<file path="src/rtl/lje_pkg.sv">
// Package for the Lennard-Jones energy engine.
// Holds payload structs, operation codes, register indexes, controller states and commands.
// No dependencies.
package lje_pkg;

  localparam int unsigned POS_W = 24;
  localparam int unsigned CFG_W = 23;
  localparam int unsigned CNT_W = 9;
  localparam int unsigned OUT_W = 48;
  localparam int unsigned TERM_W = 47;
  localparam logic [TERM_W-1:0] TERM_MAX = '1;

  localparam int unsigned DEF_MAX_PARTICLES = 256;
  localparam int unsigned DEF_FRACTION_BITS = 16;

  localparam logic [CFG_W-1:0] BOX_RESET = 23'd655360;
  localparam logic [CFG_W-1:0] CUT_RESET = 23'd409600;
  localparam logic [CNT_W-1:0] COUNT_RESET = 9'd256;

  typedef enum logic [1:0] {
    OP_WRITE = 2'd0,
    OP_QUERY = 2'd1,
    OP_TOTAL = 2'd2
  } op_e;

  typedef enum logic [1:0] {
    REG_BOX_LENGTH = 2'd0,
    REG_CUTOFF_SQUARED = 2'd1,
    REG_PARTICLE_COUNT = 2'd2
  } reg_e;

  typedef struct packed {
    logic [1:0] op;
    logic [7:0] particle_index;
    logic signed [POS_W-1:0] pos_x;
    logic signed [POS_W-1:0] pos_y;
    logic signed [POS_W-1:0] pos_z;
  } in_item_t;

  typedef struct packed {
    logic signed [OUT_W-1:0] energy;
    logic signed [OUT_W-1:0] virial;
    logic saturated;
  } out_item_t;

  typedef struct packed {
    logic signed [POS_W-1:0] x;
    logic signed [POS_W-1:0] y;
    logic signed [POS_W-1:0] z;
  } pos_t;

  typedef enum logic [3:0] {
    S_IDLE,
    S_REFRD,
    S_REFLD,
    S_NEXT,
    S_DIFF,
    S_SQ,
    S_SUM,
    S_CHK,
    S_DIV,
    S_MINIT,
    S_MSTEP,
    S_MFIN,
    S_ACC,
    S_SCALE,
    S_DONE
  } state_e;

  typedef struct packed {
    logic ld_ref_in;
    logic ld_ref_mem;
    logic clr_acc;
    logic diff;
    logic square;
    logic sum;
    logic pair_begin;
    logic div_init;
    logic div_step;
    logic mul_init;
    logic mul_step;
    logic mul_fin;
    logic [1:0] mul_phase;
    logic accumulate;
    logic total;
    logic scale;
  } cmd_t;

  typedef struct packed {
    logic in_cut;
    logic szero;
  } status_t;

endpackage

</file>
<file path="src/rtl/lje_ctrl.sv">
// Controller state machine: walks the pair loops and sequences the datapath.
// Depends on lje_pkg.
module lje_ctrl
  import lje_pkg::*;
#(
  parameter int unsigned MAX_PARTICLES = DEF_MAX_PARTICLES,
  parameter int unsigned FRACTION_BITS = DEF_FRACTION_BITS,
  parameter int unsigned CW = $clog2(MAX_PARTICLES + 1),
  parameter int unsigned AW = $clog2(MAX_PARTICLES)
) (
  input  logic          clk_i,
  input  logic          rst_ni,
  input  logic          start_i,
  input  logic          total_i,
  input  logic [7:0]    excl_i,
  input  logic [CW-1:0] n_i,
  input  status_t       status_i,
  input  logic          out_free_i,
  output logic          idle_o,
  output logic          done_o,
  output cmd_t          cmd_o,
  output logic          rd_en_o,
  output logic [AW-1:0] rd_addr_o
);

  localparam int unsigned DNW = 2 * FRACTION_BITS + 1;
  localparam int unsigned OW = (DNW > 48) ? DNW : 48;
  localparam int unsigned MSTEPS = (OW + 7) / 8;
  localparam int unsigned TW = $clog2(DNW + 1);

  state_e state_q, state_d;
  logic [CW-1:0] i_q, i_d, j_q, j_d;
  logic [TW-1:0] cnt_q, cnt_d;
  logic [1:0] phase_q, phase_d;
  logic total_q, total_d;
  logic [7:0] excl_q, excl_d;
  logic j_end, skip, i_end;

  assign j_end = j_q >= n_i;
  assign skip = !total_q && (32'(j_q) == 32'(excl_q));
  assign i_end = (32'(i_q) + 32'd2) >= 32'(n_i);

  always_comb begin
    state_d = state_q;
    unique case (state_q)
      S_IDLE: begin
        if (start_i) begin
          if (total_i) begin
            state_d = (n_i < CW'(2)) ? S_SCALE : S_REFRD;
          end else begin
            state_d = (n_i == '0) ? S_SCALE : S_NEXT;
          end
        end
      end
      S_REFRD: state_d = S_REFLD;
      S_REFLD: state_d = S_NEXT;
      S_NEXT: begin
        if (j_end) begin
          state_d = (!total_q || i_end) ? S_SCALE : S_REFRD;
        end else if (!skip) begin
          state_d = S_DIFF;
        end
      end
      S_DIFF: state_d = S_SQ;
      S_SQ: state_d = S_SUM;
      S_SUM: state_d = S_CHK;
      S_CHK: begin
        if (!status_i.in_cut) begin
          state_d = S_NEXT;
        end else if (status_i.szero) begin
          state_d = S_ACC;
        end else begin
          state_d = S_DIV;
        end
      end
      S_DIV: begin
        if (cnt_q == TW'(DNW - 1)) begin
          state_d = S_MINIT;
        end
      end
      S_MINIT: state_d = S_MSTEP;
      S_MSTEP: begin
        if (cnt_q == TW'(MSTEPS - 1)) begin
          state_d = S_MFIN;
        end
      end
      S_MFIN: state_d = (phase_q == 2'd2) ? S_ACC : S_MINIT;
      S_ACC: state_d = S_NEXT;
      S_SCALE: state_d = S_DONE;
      S_DONE: begin
        if (out_free_i) begin
          state_d = S_IDLE;
        end
      end
      default: state_d = S_IDLE;
    endcase
  end

  always_comb begin
    cmd_o = '0;
    cmd_o.total = total_q;
    cmd_o.mul_phase = phase_q;
    i_d = i_q;
    j_d = j_q;
    cnt_d = cnt_q;
    phase_d = phase_q;
    total_d = total_q;
    excl_d = excl_q;
    rd_en_o = 1'b0;
    rd_addr_o = j_q[AW-1:0];
    done_o = 1'b0;
    idle_o = 1'b0;
    unique case (state_q)
      S_IDLE: begin
        idle_o = 1'b1;
        if (start_i) begin
          cmd_o.clr_acc = 1'b1;
          cmd_o.ld_ref_in = !total_i;
          total_d = total_i;
          excl_d = excl_i;
          i_d = '0;
          j_d = '0;
        end
      end
      S_REFRD: begin
        rd_en_o = 1'b1;
        rd_addr_o = i_q[AW-1:0];
        j_d = i_q + CW'(1);
      end
      S_REFLD: cmd_o.ld_ref_mem = 1'b1;
      S_NEXT: begin
        if (j_end) begin
          i_d = i_q + CW'(1);
        end else if (skip) begin
          j_d = j_q + CW'(1);
        end else begin
          rd_en_o = 1'b1;
        end
      end
      S_DIFF: cmd_o.diff = 1'b1;
      S_SQ: cmd_o.square = 1'b1;
      S_SUM: cmd_o.sum = 1'b1;
      S_CHK: begin
        cmd_o.pair_begin = 1'b1;
        cnt_d = '0;
        phase_d = 2'd0;
        if (!status_i.in_cut) begin
          j_d = j_q + CW'(1);
        end else if (!status_i.szero) begin
          cmd_o.div_init = 1'b1;
        end
      end
      S_DIV: begin
        cmd_o.div_step = 1'b1;
        cnt_d = cnt_q + TW'(1);
      end
      S_MINIT: begin
        cmd_o.mul_init = 1'b1;
        cnt_d = '0;
      end
      S_MSTEP: begin
        cmd_o.mul_step = 1'b1;
        cnt_d = cnt_q + TW'(1);
      end
      S_MFIN: begin
        cmd_o.mul_fin = 1'b1;
        phase_d = phase_q + 2'd1;
      end
      S_ACC: begin
        cmd_o.accumulate = 1'b1;
        j_d = j_q + CW'(1);
      end
      S_SCALE: cmd_o.scale = 1'b1;
      S_DONE: done_o = out_free_i;
      default: idle_o = 1'b0;
    endcase
  end

  always_ff @(posedge clk_i or negedge rst_ni) begin
    if (!rst_ni) begin
      state_q <= S_IDLE;
      i_q <= '0;
      j_q <= '0;
      cnt_q <= '0;
      phase_q <= 2'd0;
      total_q <= 1'b0;
      excl_q <= '0;
    end else begin
      state_q <= state_d;
      i_q <= i_d;
      j_q <= j_d;
      cnt_q <= cnt_d;
      phase_q <= phase_d;
      total_q <= total_d;
      excl_q <= excl_d;
    end
  end

  assert property (@(posedge clk_i) disable iff (!rst_ni)
    (state_q == S_DIFF) |-> $past(rd_en_o))
    else $error("Pair difference taken without a preceding store read.");

  assert property (@(posedge clk_i) disable iff (!rst_ni)
    (state_q == S_DIFF) |-> (j_q < n_i))
    else $error("Pair index beyond the particles in use.");

  assert property (@(posedge clk_i) disable iff (!rst_ni)
    (state_q == S_MFIN) |-> (phase_q != 2'd3))
    else $error("Multiply phase out of sequence.");

  assert property (@(posedge clk_i) disable iff (!rst_ni)
    done_o |=> (state_q == S_IDLE))
    else $error("Controller did not return to idle after a result.");

endmodule

</file>
<file path="config.mk">
export PLATFORM = sky130hd
export DESIGN_NAME = lje_ctrl
export DESIGN_NICKNAME = d
export VERILOG_FILES = /design/src/rtl/lje_pkg.sv /design/src/rtl/lje_ctrl.sv
export SDC_FILE = /design/constraint.sdc
export NUM_CORES = 1
export LEC_CHECK = 0
export BUFFER_PORTS_ARGS = -buffer_cell sky130_fd_sc_hd__buf_4
export CAP_MARGIN = 30
export CORE_ASPECT_RATIO = 0.9
export CORE_MARGIN = 2
export CORE_UTILIZATION = 52
export CTS_CLUSTER_DIAMETER = 200
export DETAILED_ROUTE_END_ITERATION = 8
export MAX_ROUTING_LAYER = met4
export PLACE_DENSITY = 0.83
export SETUP_SLACK_MARGIN = 0.2
export SLEW_MARGIN = 15
export SYNTH_ARGS = -nofsm -noshare
export SYNTH_HDL_FRONTEND = slang
export SYNTH_SLANG_ARGS = --single-unit
</file>
<file path="constraint.sdc">
create_clock -name clk_i -period 2.8 [get_ports clk_i]
set_clock_uncertainty 0.05 [all_clocks]
set_input_delay 0.7 -clock clk_i [delete_from_list [all_inputs] [get_ports clk_i]]
set_output_delay 0.7 -clock clk_i [all_outputs]
set_load 0.005 [all_outputs]
</file>
# Word level (Yosys, flattened, before mapping)
# Cells that the tools add are included.
dict set report classes {
  addsub 5
  mux 46
  n_lt_le_gt_ge 3
  n_reduce_logical 17
  n_eq_ne 27
}
# cell count
set ops {}
lappend ops {{$pmux W4 S14} 1}
lappend ops {{$mux W9} 5}
lappend ops {{$pmux W9 S5} 1}
lappend ops {{$mux W4} 11}
lappend ops {{$eq A4 B4 Y1 const B} 7}
lappend ops {{$mux W1} 20}
lappend ops {{$add A9 B1 Y9 const B} 2}
lappend ops {{$pmux W9 S2} 1}
lappend ops {{$eq A4 B3 Y1 const B} 4}
lappend ops {{$ne A2 B2 Y1 const B} 8}
lappend ops {{$pmux W6 S2} 1}
lappend ops {{$add A9 B2 Y10 const B} 1}
lappend ops {{$ge A10 B9 Y1} 1}
lappend ops {{$reduce_and A5 Y1} 2}
lappend ops {{$eq A9 B8 Y1} 1}
lappend ops {{$ge A9 B9 Y1} 1}
lappend ops {{$logic_not A9 Y1} 1}
lappend ops {{$lt A9 B2 Y1 const B} 1}
lappend ops {{$eq A4 B2 Y1 const B} 2}
lappend ops {{$mux W8} 1}
lappend ops {{$add A6 B1 Y6 const B} 1}
lappend ops {{$eq A6 B3 Y1 const B} 1}
lappend ops {{$eq A6 B6 Y1 const B} 1}
lappend ops {{$mux W3} 2}
lappend ops {{other kinds (16)} 21}
dict set report totals {
  output_inout_bits 28
  ff_bits 39
  wordCells 105
  in_bits 24
}

# Longest topological paths before layout
# Gate-level depths: netlist (run 1).
dict set report depth {
  depth_word 6
  ltp_mapped 11
  mapped_depth_nobuf 10
}

# Least setup slack after synthesis (run 1)
# Ideal clock, no wire load.
dict set report synth_path {
  kind {in2out}
  startpoint {input n_i[0]}
  endpoint {output rd_en_o}
  arrival_ns 2.186
  slack_ns -0.136
  required_ns 2.050
  n_path_buf 0
  cell_stages 7
  path_cell_list {ha_1 -> nand2b_1 -> a211oi_1 -> o21ai_1 -> a21o_1 -> or2b_1 -> o21ai_0}
}
dict set report synth_via {
  elab_chain_cells 3
}
# element line
set synth_lines {}
lappend synth_lines {{start, declared} lje_ctrl.sv:16} ;# input logic [CW-1:0] n_i,
lappend synth_lines {{$ge A9 B9 Y1} lje_ctrl.sv:39} ;# assign j_end = j_q >= n_i;
lappend synth_lines {{$mux W1} lje_ctrl.sv:132} ;# if (j_end) begin
lappend synth_lines {{$pmux W1 S2} lje_ctrl.sv:113} ;# unique case (state_q)
lappend synth_lines {{end, declared} lje_ctrl.sv:22} ;# output logic rd_en_o,
# No other way between the ends.

# Worst setup path after layout (run 1)
dict set report layout_path {
  startpoint {input n_i[5]}
  endpoint {output rd_en_o}
}
# The elaborated chain is that of the path after synthesis.

==> results.md, run 1 <==
* CTS tree: built
* Crit. End Element: primary output
* Vias in the first global route at between 3000 and 4000
* Detailed Place HPWL at 7230 µm
* Largest net degree at the start of global routing at 40
* Final Wtd Congestion at between 0.9 and 1
* CTS Root Cell: clkbuf_8
* Die Ht at 79.2 µm
* Status: finished, violations left
* Synthesis Warnings at 0
* Worst Setup Start Kind: input port
* Fin Hold WS at 309 ps
* Grt ovf at 0
* NumNets Final at ~520
* Synth async-reset ratio at 1.00
* Synth top area cells: dfrtp_1, ha_1, xor2_1, nand2_1, o21ai_0
* Hold crit path type: in -> async
* Clock buffer count from CTS at 5
* Failing checks: negative setup slack
* Main synth FF type: dfrtp_1
* Cell Rows at 27
* Post-layout min period at 2890 ps
* R2R Path Start: i_q[1]$_DFFE_PN0P_
* Crit path DAT at 2140 ps
* Detailed Route WL at 9610 µm
* Netlist cell types at 62
* Cell taking the most area after synthesis: dfrtp_1
* Vias per cell at 6.10
* H-tree level count at 2
* Hold buffers post-CTS at 0
* Final Max Slew Viols at 0
* Syn Nets at 440
* WL/cell at 17.7 µm
* Actual slew at the worst max-slew pin at 711 ps
* Slew headroom at 0.526
* Metal-1 WL at 4160 µm
* Layout cell share with drive strength beyond 1 at 0.306
* Pwr/cell area at 930 nW/µm²
* Vias post-DR at between 3000 and 4000
* Routed wl met3 at 578 µm
* ANT cells at 0
* Crit path from: n_i[5]
* GRT Util Overall at 0.284
* R2R cell count at 9
* Met2 WL at 4690 µm
* Crit Path Category: in -> out
* IO Count at 52
* Finished Core Util at 0.691
* Fin crit share at 1.03
* Initial antenna violation count at 0
* Port Buffers at 51
* Share of the synthesized area in the top cell type at 0.299
* Global-route wire length before repair at approximately 15000 µm
* Pre-antenna DRT Iters at 5
* Final ANT Viol Nets at 0
* Top Layer Used: met4
* Unrepaired setup endpoints after global routing: yes
* Initial core utilization at 0.537
* Clock-pin slew of the registers on the worst-case setup and hold paths at roughly 80 ps
* Die Area at 6930 µm²
* Mapped Cells at 390
* DRC errors left at 0
* Commonest cells post-synth: dfrtp_1, nand2_1, nor2_1, o21ai_0
* DRT iter0 DRCs at ~370
* DIE WIDTH at 87.6 µm
* Final worst-path setup slack at -92.2 ps
* Clk_lat worst skew at 300 ps
* FF-to-FF End: state_q[2]$_DFFE_PN0P_
* Final setup violation count at 1
* Leakage at 0.00199 µW
* Deepest clock path buffer count at 2
* R2R setup slack at around 350 ps
* Worst Path Required at approximately 2100 ps
* Area Growth Syn to Fin at 28.6%
* Post-synth EDFFs at 0
* Avg Cell Area, Syn at 8.38 µm²
* Total core area at roughly 6100 µm²
* Number of synthesized register bits at 39
* Max Fanout on Critical Path at 2
* Final hold violations at 0
* FMAX at about 0.35 GHz
* Setup tns final at -92.2 ps
* Sequential share of the synthesized area at 0.299
* TritonCTS Sinks at 39
* Syn Std Cell Area at 3270 µm²
* Max VDD drop at 0.464 mV
* Total of max-cap violations at 0
-- cell usage in the layout (no fill, tap or decap), types with 7 or more instances in the layout --
master	synthesis	final
inv_1	26	23
a21oi_1	17	17
dfrtp_1	39	36
xor2_1	17	17
o21ai_0	29	27
nand2_1	39	38
nor2_1	30	29
nand3_1	25	25
buf_4	2	92
nor3_1	12	11
mux2_2	9	9
ha_1	26	23
a21o_1	7	7
-- area by class of cell --
| cell class | count | area [µm²] |
|---|---|---|
| Clock buffer | 6 | 72.6 |
| Multi-Input combinational cell | 303 | 2190 |
| Timing Repair Buffer | 94 | 717 |
| Inverter | 26 | 97.6 |
| Clock inverter | 2 | 60.1 |
| Tap cell | 72 | 90.1 |
| Sequential cell | 39 | 980 |
| Fill cell | 505 | 1880 |
-- critical path, stage by stage --
cell and delay (ps):
buf_4 120, inv_2 70, ha_4 220, a211oi_4 260, o21ai_2 90, a21o_1 170
or2b_1 250, o21ai_2 130, buf_4 120
-- cells by family after synthesis --
kind of cell    Yosys count  synth area share
xor+xnor                 23            0.0617
simple gates            139             0.210
mux                      14            0.0479
fa+ha+maj                26            0.0996
flops                    39             0.299
compound gates          101             0.219
buf+inv                  48            0.0640
-- worst max path at each step --
stage	end	slack (ps)	cells past startpoint
4_1_cts	rd_en_o	-120	9
5_1_grt	rd_en_o	-170	9
6_report	rd_en_o	-90	9
3_3_place_gp	rd_en_o	-120	9
2_1_floorplan	rd_en_o	90	7
3_5_place_dp	rd_en_o	-180	9
-- state kept, by name (all words and copies together), names as in the netlist --
name / count
state_q: 4
phase_q: 2
total_q: 1
j_q: 9
excl_q: 8
i_q: 9
cnt_q: 6
-- power by group --
| group | internal [µW] | switching [µW] | total, µW |
|---|---|---|---|
| clock network | 356 | 203 | 559 |
| registers | 760 | 260 | 1020 |
| logic | 1080 | 1240 | 2330 |
-- what timing repair did --
item / CTS / global route
setup endpoints to repair: 1 / 10
pin swaps: 3 / 2
setup buffers: 2 / 6
cloned: 0 / 1
endpoints found under the hold margin: 0 / 0
gates resized for setup: 5 / 10
-- through the flow --
stage / instances / area, µm² / setup slack (ps) / total power (µW)
2_1_floorplan: 390 / 3330 / 91.2 / 2400
3_3_place_gp: 525 / 3950 / -117 / 3040
3_5_place_dp: 525 / 3950 / -184 / 3140
4_1_cts: 535 / 4120 / -116 / 3750
5_1_grt: 542 / 4200 / -167 / 4150
6_report: 542 / 4200 / -92.2 / 3910
-- layer usage --
layer  vias up  track usage
met5         -            -
met3        15       0.0343
li1       1559            -
met1      1604        0.370
met2       126        0.463
met4         0       0.0908
Note: power is estimated with default switching activity, not from simulation.
==> run 2: changes to the inputs <==
REMOVE_ABC_BUFFERS = 1   (was unset)
==> results.md, run 2 (synthesis results as in run 1) <==
* DRT iter0 DRCs at 379 (was 366)
* H-tree level count at 2 (unchanged)
* Vias per cell at 6.21 (was 6.10)
* Final worst-path setup slack at -263 ps (was -92.2 ps)
* Critical-path top delay cell: a211oi_4 (unchanged)
* Clk pwr share at 0.095 (was 0.143)
* Most Crowded Layer GR: met2 (unchanged)
* Deepest clock path buffer count at 2 (unchanged)
* Clk_lat worst skew at 300 ps (about the same)
* Die Area at 6930 µm² (unchanged)
* Final setup violation count at 11 (was 1)
* Combinational share of power at 0.649 (was 0.596)
* CTS Root Cell: clkbuf_8 (unchanged)
* Unrepaired setup endpoints after global routing: yes (unchanged)
* Area Growth Syn to Fin at 32.9% (was 28.6%)
* Hold buffers post-CTS at 0 (unchanged)
* Routing usage on met1 at 0.408 (was 0.370)
* Worst Setup Start Kind: input port (unchanged)
* IO Count at 52 (unchanged)
* R2R Path Start: j_q[0]$_DFFE_PN0P_ (was i_q[1]$_DFFE_PN0P_)
* Clock buffer count from CTS at 5 (unchanged)
* Leakage at 0.00206 µW (was 0.00199 µW)
* # placed instances at 529 (was 525)
* Failing checks: negative setup slack (unchanged)
* Setup tns final at -1010 ps (was -92.2 ps)
* Die Ht at 79.2 µm (unchanged)
* Max Fanout on Critical Path at 2 (unchanged)
* Seq pwr share at 0.256 (was 0.261)
* Max incr delay on CP at 310 ps (was 260 ps)
* Sw Ratio at 0.461 (was 0.437)
* Top Family by Delay on Critical Path: compound AO/OA/AOI/OAI gates (unchanged)
* Fin Hold WS at 318 ps (was 309 ps)
* CP dominant cell by count: o21ai_2
* Crit path DAT at 2310 ps (was 2140 ps)
* Crit Path Category: in -> out (unchanged)
* Global-route wire length before repair at 16100 µm (was 15000 µm)
* Design area at 4340 µm² (was 4200 µm²)
* Hold crit path type: in -> async (unchanged)
* DRC errors left at 0 (unchanged)
* Met2 Use GR at 0.470 (was 0.463)
* WL/cell at 18.6 µm (was 17.7 µm)
* P_sw at 1840 µW (was 1710 µW)
* WP buf/inv at 2 (was 3)
* Cell Count, Final, Fillers Out at 557 (was 542)
* NumNets Final at 534 (was 519)
* Fin crit share at 1.09 (was 1.03)
* Most frequent cells in the layout: buf_4, nand2_1, dfrtp_1 (unchanged)
* CTS tree: built (unchanged)
* Initial core utilization at 0.537 (unchanged)
* Layout cell share with drive strength beyond 1 at 0.338 (was 0.306)
* Worst Path Required at 2050 ps (about the same)
* Met3 GRT Util at 0.0489 (was 0.0343)
* R2R cell count at 15 (was 9)
* Cell Chain, Critical Path: buf_6 > ha_4 > nand2b_4 > a211oi_4 > o21ai_2 > a21o_1 > or2b_1 > o21ai_2 > buf_4 (was buf_4 > inv_2 > ha_4 > a211oi_4 > o21ai_2 > a21o_1 > or2b_1 > o21ai_2 > buf_4)
* Vias post-DR at 3461 (was 3304)
* ANT cells at 0 (unchanged)
* Total power at 4000 µW (was 3910 µW)
* Pre-antenna DRT Iters at 5 (unchanged)
* Largest net degree at the start of global routing at 40 (unchanged)
* Commonest non-fill, non-tap cell in the layout: buf_4 (unchanged)
* DIE WIDTH at 87.6 µm (unchanged)
* Clock-pin slew of the registers on the worst-case setup and hold paths at 80 ps (about the same)
* Port Buffers at 51 (unchanged)
* Cell Rows at 27 (unchanged)
* Vias in the first global route at 3240 (was 3228)
* Pwr/cell area at 921 nW/µm² (was 930 nW/µm²)
* Max VDD drop at 0.636 mV (was 0.464 mV)
* R2R setup slack at -120 ps (was 350 ps)
* Post-layout min period at 3060 ps (was 2890 ps)
* Final hold violations at 0 (unchanged)
* GRT Util Overall at 0.306 (was 0.284)
* Status: finished, violations left (unchanged)
* Initial antenna violation count at 0 (unchanged)
* Final ANT Viol Nets at 0 (unchanged)
* Detailed Route WL at 10400 µm (was 9610 µm)
* Final Wtd Congestion at 0.939 (was 0.946)
* FMAX at 0.326 GHz (was 0.346 GHz)
* TritonCTS Sinks at 39 (unchanged)
* Total of max-cap violations at 0 (unchanged)
* FILL cells at 465 (was 505)
* Slew headroom at 0.500 (was 0.526)
* Crit. End Element: primary output (unchanged)
* Total core area at 6080 µm² (unchanged)
* Actual slew at the worst max-slew pin at 751 ps (was 711 ps)
* Internal Power at 2160 µW (was 2200 µW)
* Grt ovf at 0 (unchanged)
* Final Max Slew Viols at 0 (unchanged)
* Placed inst area at 3910 µm² (was 3950 µm²)
* Detailed Place HPWL at 7060 µm (was 7230 µm)
* Largest regs: i_q (9), j_q (9), excl_q (8) (unchanged)
* FF-to-FF End: j_q[1]$_DFFE_PN0P_ (was state_q[2]$_DFFE_PN0P_)
==> run 2: per-layer routing <==
layer  up-vias  share of wire
met5         -              0
met4         0          0.039
met3        42          0.078
met2       182           0.47
met1      1645           0.41
li1       1592              -
==> run 2: power groups by stage <==
stage	clock network [µW]	registers, µW	logic (µW)
floorplan	0	1020	1220
global placement	0	997	2030
detailed placement	0	1020	2090
CTS	387	1010	2290
global route	423	1060	2780
finish	380	1020	2600
==> run 2: what timing repair did <==
action                     in CTS  in global routing
gates cloned                    0                  1
setup buffers                   8                 11
setup endpoints to repair       3                 21
gates resized for setup        27                 17
pin swaps                      15                  8
==> run 2: per-stage QoR <==
step                      utilization  setup slack [ps]
after floorplan                     -              -136
after global placement          0.644              -338
after detailed placement        0.644              -453
after CTS                       0.690              -135
after global routing            0.714              -330
final                           0.714              -263
==> run 2: worst reg2reg max path, cell delays in order (launching register included) <==
cell      delay [ps]
dfrtp_1          390
inv_2            100
ha_4             200
nand2b_4         150
a211oi_4         310
o21ai_2          120
buf_4            160
buf_6            100
buf_6            100
buf_6            110
buf_6            110
buf_6            120
a211oi_4         230
buf_6            160
o21ai_4           80
mux2_4           310
==> run 2: how the worst max path moves through the flow <==
| stage | startpoint | endpoint | cells after the start |
|---|---|---|---|
| 2_1_floorplan | n_i[0] | rd_en_o | 7 |
| 3_3_place_gp | n_i[0] | rd_en_o | 9 |
| 3_5_place_dp | n_i[0] | rd_en_o | 9 |
| 4_1_cts | j_q[0]$_DFFE_PN0P_ | rd_en_o | 9 |
| 5_1_grt | j_q[0]$_DFFE_PN0P_ | rd_en_o | 9 |
| 6_report | n_i[0] | rd_en_o | 9 |
==> run 2: layout make-up <==
| class | count | area, µm² | area share |
|---|---|---|---|
| clock inverter | 1 | 5.00 | 0.00115 |
| tap | 72 | 90.1 | 0.0207 |
| inverter | 26 | 97.6 | 0.0225 |
| sequential | 39 | 978 | 0.225 |
| timing repair buffer | 109 | 863 | 0.199 |
| clock buffer | 7 | 76.3 | 0.0176 |
| multi-input combinational | 303 | 2230 | 0.514 |
